<file path="src/hw/rtl/ftr_pkg.sv">
// ----------------------------------------------------------------------------
// ftr_pkg: shared types and constants for the frequency to RGB block
// Widths of the divider chains, the band codes and the word that moves
// from cell to cell.
// ----------------------------------------------------------------------------
package ftr_pkg;

    // input frequency width in bits (20 to 32)
    localparam int FREQ_WIDTH = 20;

    // wavelength fraction bits (units of 1/16 nm)
    localparam int WL_FRAC = 4;

    // dividend / quotient register width of every divider cell
    localparam int QUO_W = 33;

    // 16 * speed of light in m/s: wavelength numerator in 1/16 nm * GHz
    localparam logic [QUO_W-1:0] WL_DIVIDEND = QUO_W'(64'd299792458 << WL_FRAC);

    // one quotient bit per cell in the wavelength chain
    localparam int WL_STEPS = QUO_W;

    // channel level and ramp distance widths
    localparam int LEVEL_W = 8;
    localparam int DIST_W  = 11;

    // ramp product max_level * distance, and the ramp chain length
    localparam int PROD_W     = LEVEL_W + DIST_W;
    localparam int RAMP_STEPS = PROD_W;

    // color band of a wavelength
    typedef enum logic [2:0] {
        BAND_NONE,
        BAND_VIOLET,   // 380..440: red ramps down, blue full
        BAND_BLUE,     // 440..490: green ramps up, blue full
        BAND_CYAN,     // 490..510: green full, blue ramps down
        BAND_GREEN,    // 510..580: red ramps up, green full
        BAND_YELLOW,   // 580..645: red full, green ramps down
        BAND_RED       // 645..781: red full
    } band_t;

    // side information carried along with each word
    typedef struct packed {
        logic  zero;
        band_t band;
    } tag_t;

    // one word between divider cells
    typedef struct packed {
        logic                  valid;
        tag_t                  tag;
        logic [FREQ_WIDTH-1:0] rem;
        logic [FREQ_WIDTH-1:0] dvs;
        logic [QUO_W-1:0]      quo;
    } cell_t;

endpackage

</file>
<file path="src/hw/rtl/frequency_to_rgb_top.sv">
// ----------------------------------------------------------------------------
// frequency_to_rgb_top: light frequency to RGB color
// Frequency in GHz in, red/green/blue levels out, one word per clock while the output is not held.
// ----------------------------------------------------------------------------
// Usage: takes one word per clock and returns one per clock while the output
// word is not held. It is built from two rows of restoring divider cells, one
// quotient bit per cell, for a 33-bit quotient and a 19-bit ramp product: the
// first divides 16 * c by the frequency to get the wavelength in 1/16 nm, the
// second divides max_level * distance by the ramp span. When the output word
// is held, the whole pipeline holds and s_ready drops. A zero frequency or a
// wavelength outside 380..781 nm gives black. max_level (reset 255) is written
// through cfg_wr_en / cfg_wr_data; the user must write it only while the block
// is idle, as the block itself does not enforce this.
// ----------------------------------------------------------------------------
module frequency_to_rgb_top (
    input  logic                           aclk,
    input  logic                           aresetn,
    input  logic                           cfg_wr_en,
    input  logic [ftr_pkg::LEVEL_W-1:0]    cfg_wr_data,
    input  logic                           s_valid,
    output logic                           s_ready,
    input  logic [ftr_pkg::FREQ_WIDTH-1:0] s_frequency_ghz,
    output logic                           m_valid,
    input  logic                           m_ready,
    output logic [ftr_pkg::LEVEL_W-1:0]    m_red,
    output logic [ftr_pkg::LEVEL_W-1:0]    m_green,
    output logic [ftr_pkg::LEVEL_W-1:0]    m_blue
);

    localparam int LW = ftr_pkg::LEVEL_W;

    logic              adv;
    logic [LW-1:0]     max_level_reg;
    ftr_pkg::cell_t    wl_chain   [0:ftr_pkg::WL_STEPS];
    ftr_pkg::cell_t    ramp_chain [0:ftr_pkg::RAMP_STEPS];
    ftr_pkg::cell_t    last;
    logic [LW-1:0]     level;
    logic [LW-1:0]     red_next;
    logic [LW-1:0]     green_next;
    logic [LW-1:0]     blue_next;
    logic              out_valid_reg;
    logic [LW-1:0]     red_reg;
    logic [LW-1:0]     green_reg;
    logic [LW-1:0]     blue_reg;

    // pipeline moves whenever the output register is free or drained
    assign adv     = !out_valid_reg || m_ready;
    assign s_ready = adv;

    // configuration register
    always_ff @(posedge aclk) begin
        if (!aresetn) begin
            max_level_reg <= LW'(255);
        end else if (cfg_wr_en) begin
            max_level_reg <= cfg_wr_data;
        end
    end

    // wavelength divider input: constant dividend, frequency as divisor
    assign wl_chain[0] = '{valid: s_valid,
                           tag:   '{zero: (s_frequency_ghz == '0),
                                    band: ftr_pkg::BAND_NONE},
                           rem:   '0,
                           dvs:   s_frequency_ghz,
                           quo:   ftr_pkg::WL_DIVIDEND};

    // wavelength divider row
    for (genvar i = 0; i < ftr_pkg::WL_STEPS; i++) begin : g_wl
        ftr_div_cell u_cell (
            .aclk     (aclk),
            .aresetn  (aresetn),
            .en       (adv),
            .cell_in  (wl_chain[i]),
            .cell_out (wl_chain[i+1])
        );
    end

    // band lookup and ramp product
    ftr_band u_band (
        .aclk      (aclk),
        .aresetn   (aresetn),
        .en        (adv),
        .max_level (max_level_reg),
        .wl_in     (wl_chain[ftr_pkg::WL_STEPS]),
        .ramp_out  (ramp_chain[0])
    );

    // ramp divider row
    for (genvar i = 0; i < ftr_pkg::RAMP_STEPS; i++) begin : g_ramp
        ftr_div_cell u_cell (
            .aclk     (aclk),
            .aresetn  (aresetn),
            .en       (adv),
            .cell_in  (ramp_chain[i]),
            .cell_out (ramp_chain[i+1])
        );
    end

    // channel mix per band
    always_comb begin
        last       = ramp_chain[ftr_pkg::RAMP_STEPS];
        level      = last.quo[LW-1:0];
        red_next   = '0;
        green_next = '0;
        blue_next  = '0;
        case (last.tag.band)
            ftr_pkg::BAND_VIOLET: begin
                red_next  = level;
                blue_next = max_level_reg;
            end
            ftr_pkg::BAND_BLUE: begin
                green_next = level;
                blue_next  = max_level_reg;
            end
            ftr_pkg::BAND_CYAN: begin
                green_next = max_level_reg;
                blue_next  = level;
            end
            ftr_pkg::BAND_GREEN: begin
                red_next   = level;
                green_next = max_level_reg;
            end
            ftr_pkg::BAND_YELLOW: begin
                red_next   = max_level_reg;
                green_next = level;
            end
            ftr_pkg::BAND_RED: begin
                red_next = max_level_reg;
            end
            default: begin
                red_next   = '0;
                green_next = '0;
                blue_next  = '0;
            end
        endcase
    end

    // output word register
    always_ff @(posedge aclk) begin
        if (!aresetn) begin
            out_valid_reg <= 1'b0;
        end else if (adv) begin
            out_valid_reg <= last.valid;
        end
    end

    always_ff @(posedge aclk) begin
        if (adv) begin
            red_reg   <= red_next;
            green_reg <= green_next;
            blue_reg  <= blue_next;
        end
    end

    assign m_valid = out_valid_reg;
    assign m_red   = red_reg;
    assign m_green = green_reg;
    assign m_blue  = blue_reg;

endmodule

</file>
<file path="src/hw/rtl/ftr_div_cell.sv">
// ----------------------------------------------------------------------------
// ftr_div_cell: one restoring division step
// Shifts the next dividend bit out of the top of the quotient register into
// the partial remainder, subtracts the divisor when it fits and shifts the
// quotient bit in at the bottom. Registered; moves when enabled.
// ----------------------------------------------------------------------------
module ftr_div_cell (
    input  logic           aclk,
    input  logic           aresetn,
    input  logic           en,
    input  ftr_pkg::cell_t cell_in,
    output ftr_pkg::cell_t cell_out
);

    logic [ftr_pkg::FREQ_WIDTH:0]   trial;
    logic                           fits;
    logic [ftr_pkg::FREQ_WIDTH:0]   diff;
    ftr_pkg::cell_t                 step;
    logic                           valid_reg;
    ftr_pkg::tag_t                  tag_reg;
    logic [ftr_pkg::FREQ_WIDTH-1:0] rem_reg;
    logic [ftr_pkg::FREQ_WIDTH-1:0] dvs_reg;
    logic [ftr_pkg::QUO_W-1:0]      quo_reg;

    // trial subtract
    always_comb begin
        trial = {cell_in.rem, cell_in.quo[ftr_pkg::QUO_W-1]};
        fits  = (trial >= {1'b0, cell_in.dvs});
        diff  = trial - {1'b0, cell_in.dvs};
        step  = cell_in;
        step.rem = fits ? diff[ftr_pkg::FREQ_WIDTH-1:0]
                        : trial[ftr_pkg::FREQ_WIDTH-1:0];
        step.quo = {cell_in.quo[ftr_pkg::QUO_W-2:0], fits};
    end

    // control
    always_ff @(posedge aclk) begin
        if (!aresetn) begin
            valid_reg <= 1'b0;
        end else if (en) begin
            valid_reg <= cell_in.valid;
        end
    end

    // payload
    always_ff @(posedge aclk) begin
        if (en) begin
            tag_reg <= step.tag;
            rem_reg <= step.rem;
            dvs_reg <= step.dvs;
            quo_reg <= step.quo;
        end
    end

    assign cell_out = '{valid: valid_reg, tag: tag_reg, rem: rem_reg,
                        dvs: dvs_reg, quo: quo_reg};

endmodule

</file>
<file path="src/hw/rtl/ftr_band.sv">
// ----------------------------------------------------------------------------
// ftr_band: band lookup and ramp product
// Stage one sorts the wavelength into a band and forms the ramp distance and
// span. Stage two multiplies the distance by max_level and loads the product
// as dividend, with the span as divisor, for the ramp divider chain.
// ----------------------------------------------------------------------------
module ftr_band (
    input  logic                          aclk,
    input  logic                          aresetn,
    input  logic                          en,
    input  logic [ftr_pkg::LEVEL_W-1:0]   max_level,
    input  ftr_pkg::cell_t                wl_in,
    output ftr_pkg::cell_t                ramp_out
);

    localparam int CW = ftr_pkg::QUO_W;
    localparam int SW = 14;   // enough for every bound below 781 nm

    localparam logic [CW-1:0] WL_380 = CW'(380 << ftr_pkg::WL_FRAC);
    localparam logic [CW-1:0] WL_440 = CW'(440 << ftr_pkg::WL_FRAC);
    localparam logic [CW-1:0] WL_490 = CW'(490 << ftr_pkg::WL_FRAC);
    localparam logic [CW-1:0] WL_510 = CW'(510 << ftr_pkg::WL_FRAC);
    localparam logic [CW-1:0] WL_580 = CW'(580 << ftr_pkg::WL_FRAC);
    localparam logic [CW-1:0] WL_645 = CW'(645 << ftr_pkg::WL_FRAC);
    localparam logic [CW-1:0] WL_781 = CW'(781 << ftr_pkg::WL_FRAC);

    localparam logic [SW-1:0] S_440 = WL_440[SW-1:0];
    localparam logic [SW-1:0] S_510 = WL_510[SW-1:0];
    localparam logic [SW-1:0] S_645 = WL_645[SW-1:0];

    localparam int DW = ftr_pkg::DIST_W;
    localparam int FW = ftr_pkg::FREQ_WIDTH;
    localparam int PW = ftr_pkg::PROD_W;

    localparam logic [DW-1:0] SPAN_VIOLET = DW'(60 << ftr_pkg::WL_FRAC);
    localparam logic [DW-1:0] SPAN_BLUE   = DW'(50 << ftr_pkg::WL_FRAC);
    localparam logic [DW-1:0] SPAN_CYAN   = DW'(20 << ftr_pkg::WL_FRAC);
    localparam logic [DW-1:0] SPAN_GREEN  = DW'(70 << ftr_pkg::WL_FRAC);
    localparam logic [DW-1:0] SPAN_YELLOW = DW'(65 << ftr_pkg::WL_FRAC);
    localparam logic [DW-1:0] SPAN_UNIT   = DW'(1);

    logic [CW-1:0]   wl;
    logic [SW-1:0]   wl_s;
    ftr_pkg::band_t  band;
    logic [SW-1:0]   dist_w;
    logic [DW-1:0]   span;

    logic            s1_valid_reg;
    ftr_pkg::tag_t   s1_tag_reg;
    logic [DW-1:0]   s1_dist_reg;
    logic [DW-1:0]   s1_span_reg;

    logic            s2_valid_reg;
    ftr_pkg::tag_t   s2_tag_reg;
    logic [PW-1:0]   s2_prod_reg;
    logic [DW-1:0]   s2_span_reg;
    logic [PW-1:0]   prod_next;

    // band lookup
    always_comb begin
        wl   = wl_in.quo;
        wl_s = wl[SW-1:0];
        band   = ftr_pkg::BAND_NONE;
        dist_w = '0;
        span   = SPAN_UNIT;
        if (wl_in.tag.zero || wl < WL_380 || wl >= WL_781) begin
            band = ftr_pkg::BAND_NONE;
        end else if (wl < WL_440) begin
            band   = ftr_pkg::BAND_VIOLET;
            dist_w = S_440 - wl_s;
            span   = SPAN_VIOLET;
        end else if (wl < WL_490) begin
            band   = ftr_pkg::BAND_BLUE;
            dist_w = wl_s - S_440;
            span   = SPAN_BLUE;
        end else if (wl < WL_510) begin
            band   = ftr_pkg::BAND_CYAN;
            dist_w = S_510 - wl_s;
            span   = SPAN_CYAN;
        end else if (wl < WL_580) begin
            band   = ftr_pkg::BAND_GREEN;
            dist_w = wl_s - S_510;
            span   = SPAN_GREEN;
        end else if (wl < WL_645) begin
            band   = ftr_pkg::BAND_YELLOW;
            dist_w = S_645 - wl_s;
            span   = SPAN_YELLOW;
        end else begin
            band = ftr_pkg::BAND_RED;
        end
    end

    // control of both stages
    always_ff @(posedge aclk) begin
        if (!aresetn) begin
            s1_valid_reg <= 1'b0;
            s2_valid_reg <= 1'b0;
        end else if (en) begin
            s1_valid_reg <= wl_in.valid;
            s2_valid_reg <= s1_valid_reg;
        end
    end

    // ramp product
    assign prod_next = PW'(max_level) * PW'(s1_dist_reg);

    // payload of both stages
    always_ff @(posedge aclk) begin
        if (en) begin
            s1_tag_reg  <= '{zero: wl_in.tag.zero, band: band};
            s1_dist_reg <= dist_w[DW-1:0];
            s1_span_reg <= span;
            s2_tag_reg  <= s1_tag_reg;
            s2_prod_reg <= prod_next;
            s2_span_reg <= s1_span_reg;
        end
    end

    // dividend at the top of the quotient register
    assign ramp_out = '{valid: s2_valid_reg,
                        tag:   s2_tag_reg,
                        rem:   '0,
                        dvs:   FW'(s2_span_reg),
                        quo:   {s2_prod_reg, (CW - PW)'(0)}};

endmodule
</file>
<file path="config.mk">
export PLATFORM = sky130hd
export DESIGN_NAME = frequency_to_rgb_top
export DESIGN_NICKNAME = d
export VERILOG_FILES = /design/src/hw/rtl/ftr_pkg.sv /design/src/hw/rtl/frequency_to_rgb_top.sv /design/src/hw/rtl/ftr_div_cell.sv /design/src/hw/rtl/ftr_band.sv
export SDC_FILE = /design/constraint.sdc
export NUM_CORES = 2
export LEC_CHECK = 0
export BUFFER_PORTS_ARGS = -buffer_cell sky130_fd_sc_hd__buf_2
export CORE_UTILIZATION = 60
export DETAILED_ROUTE_END_ITERATION = 8
export MAX_ROUTING_LAYER = met4
export PLACE_DENSITY = 0.73
export RECOVER_POWER = 50
export SKIP_LAST_GASP = 1
export SLEW_MARGIN = 20
export SYNTH_ARGS = -nofsm -noshare
export SYNTH_HDL_FRONTEND = slang
export SYNTH_SLANG_ARGS = --single-unit
</file>
<file path="constraint.sdc">
create_clock -name aclk -period 187.3 [get_ports aclk]
set_clock_uncertainty 0.05 [all_clocks]
set_input_delay 28.095 -clock aclk [delete_from_list [all_inputs] [get_ports aclk]]
set_output_delay 28.095 -clock aclk [all_outputs]
set_load 0.01 [all_outputs]
</file>
==> impl_metrics.toml <==
[logic_synthesis]
synth_seq_cells = 2771
synth.area.top_cells = "edfxtp_1 59%, ha_1 7.7%, inv_1 3.2%"
ys_seq_area_frac = 0.6027
synth_flop_cell = "edfxtp_1"
syn-num-nets = 11769
yosysMostFrequentCell = "edfxtp_1"
avgSynthCellArea_um2 = 12.67
synth_edf_count = 2708
yosysWarnings = 0
syn-instance-count = 10813
netlist_area_um2 = 137000
synth_top_area_frac = 0.5935
synth_area_leader_cell = "edfxtp_1"
async_reset_ff_frac = 0
synth_common_cells = "2708 x edfxtp_1, 1163 x inv_1, 838 x ha_1"
ys_types = 105

[routing]
drt-pass1-iter-count = 6
wl_per_cell_um = 18.59
drtAntennaViolNets = 0
via_count = 83273
drc = 0
drt_iter0_markers = 6803
vias_per_cell = 5.822
wl_um = 265900

[worst_setup_path]
arrival_ps = 33820
path_class = "input port to output pin"
cp_top_family = "buffers and inverters"
crit_top_cell = "clkbuf_1"
critPathSlowestCell = "clkinvlp_2"
path_buf_inv = 4
end_kind = "output pin"
start_kind = "input port"
crit_required_ps = 159150
max_stage_delay_ps = 3030
cp_max_fo = 56
cp_cell_sequence = "clkbuf_1, nor2b_4, clkbuf_1, clkinvlp_2, buf_2"

[outcome]
violations = "max-capacitance violations, max-slew violations"
status = "finished with violations"

[sta]
period_minus_slack_ps = 61970
finalHoldViolCount = 0
whs_ps = 333.1
finalSetupViolCount = 0
worstMarginPinSlew_ps = 3226
report.final.slew_viol_count = 460
fmax_ghz = 0.01614
relSlewSlack = -1.174
tns_ps = 0
grt_setup_unrepaired = "no"
fin_crit_sh = 0.3309

[power]
power_mw = 2.223
power_frac_clock = 0.261
p_sw_mw = 0.7070
p_per_area_nw_per_um2 = 14.80
p_leak_nw = 63.15
combPwrFrac = 0.314
internal-power_mw = 1.516
netSwitchingFraction = 0.3180
p_seq_frac = 0.424
ir_drop_mv = 0.01036

[global_route]
grt_use_total = 0.2364
grt_pass1_vias = 82875
grt_remaining_overflow = 0
grt_pass1_wl_um = 427900
antenna_found_initial = 2
grt_max_degree = 206

[final_layout]
drive_gt1_frac = 0.07998
fin_area_um2 = 150200
area_growth_pct = 9.616
nets = 12021

[place]
gp_congestion = 0.9116
detailed_place.area_um2 = 140900
hpwl_um = 186900
buffer_ports.inserted = 58

[clocking]
numCtsBuffers = 309
clk_pin_slew_ps = 60
cts_tree = "built"
cts.path.max_buffers = 4
hold_buffers = 0
cts_root_buffer = "clkbuf_16"
ctsResizeCount = 0
h-tree-depth = 5
clock-sinks = 2771
cts_setup_buffers = 0
insertion_delay_ps = 920

[floorplanning]
die_x_um = 479.9
fp-row-count = 175
die_h_um = 479.9
die_area_um2 = 230300
pin_count = 59
start_util = 0.6029
core-area_um2 = 227300

[hold_path]
hp-class = "register to register"

[run]
cap_violations = 13
==> layout make-up <==
class,instances,area (um^2)
inverters,1170,4393
clock buffers,381,8245
flip-flops and latches,2771,82580
well taps,3009,3765
diodes,4,10.01
clock inverters,155,1403
multi-input cells,6696,49100
repair buffers,117,699.4
fillers,16398,77090
==> cell usage in the layout, fill, tap and decap left out, drive strengths merged, types with 138 or more instances in the layout <==
| master | synthesis | routed |
|---|---|---|
| a21o | 196 | 196 |
| inv | 1168 | 1171 |
| nor2 | 600 | 600 |
| xnor2 | 467 | 467 |
| xor2 | 288 | 288 |
| o21ai | 488 | 488 |
| nor3 | 215 | 215 |
| ha | 838 | 838 |
| nand2 | 702 | 702 |
| clkbuf | 124 | 416 |
| a21oi | 656 | 656 |
| mux2 | 325 | 325 |
| edfxtp | 2708 | 2708 |
| nand3 | 138 | 138 |
==> metal layers <==
layer  wire length (um)  track usage
met5                  0            -
met4               8090      0.07760
met3              12560      0.03086
met2             129200       0.3859
met1             116100       0.3076
==> path summary, 6_finish.rpt <==
check | from | endpoint | slack, ps | depth (start not counted)
worst min register to register | g_wl[16].u_cell.quo_reg[6] | g_wl[17].u_cell.quo_reg[7] | 330 | 0
worst max-delay path | m_ready | s_ready | 125330 | 5
worst max register to register | m_valid | g_wl[19].u_cell.rem_reg[13] | 178410 | 8
worst min-delay path | g_wl[16].u_cell.quo_reg[6] | g_wl[17].u_cell.quo_reg[7] | 330 | 0
==> stage by stage <==
step,utilization,cells,setup slack [ps]
floorplan,-,10813,57930
global placement,0.6197,13761,129720
detailed placement,0.6198,13761,129710
CTS,0.6622,14297,129710
global route,0.6608,14302,124720
finish,0.6608,14303,125330
==> power groups by stage <==
stage	clock network (mW)	logic, mW	registers (mW)
5_1_grt	0.617	0.779	0.956
2_1_floorplan	0	0.558	0.914
4_1_cts	0.595	0.706	0.945
6_report	0.581	0.698	0.944
3_5_place_dp	0	0.697	0.955
3_3_place_gp	0	0.669	0.952
==> cell families (layout without fill, tap and decap cells) <==
logic type      after synthesis  in the layout  synth area share
simple gates               2502           2502           0.08996
other cells                   0              4                 0
buf+inv                    1346           1823           0.03768
xor+xnor                    755            755           0.04826
flops                      2771           2771            0.6027
fa+ha+maj                   923            923           0.08894
mux                         392            392           0.03207
compound gates             2124           2124            0.1004
(Power assumes the default switching activity.)
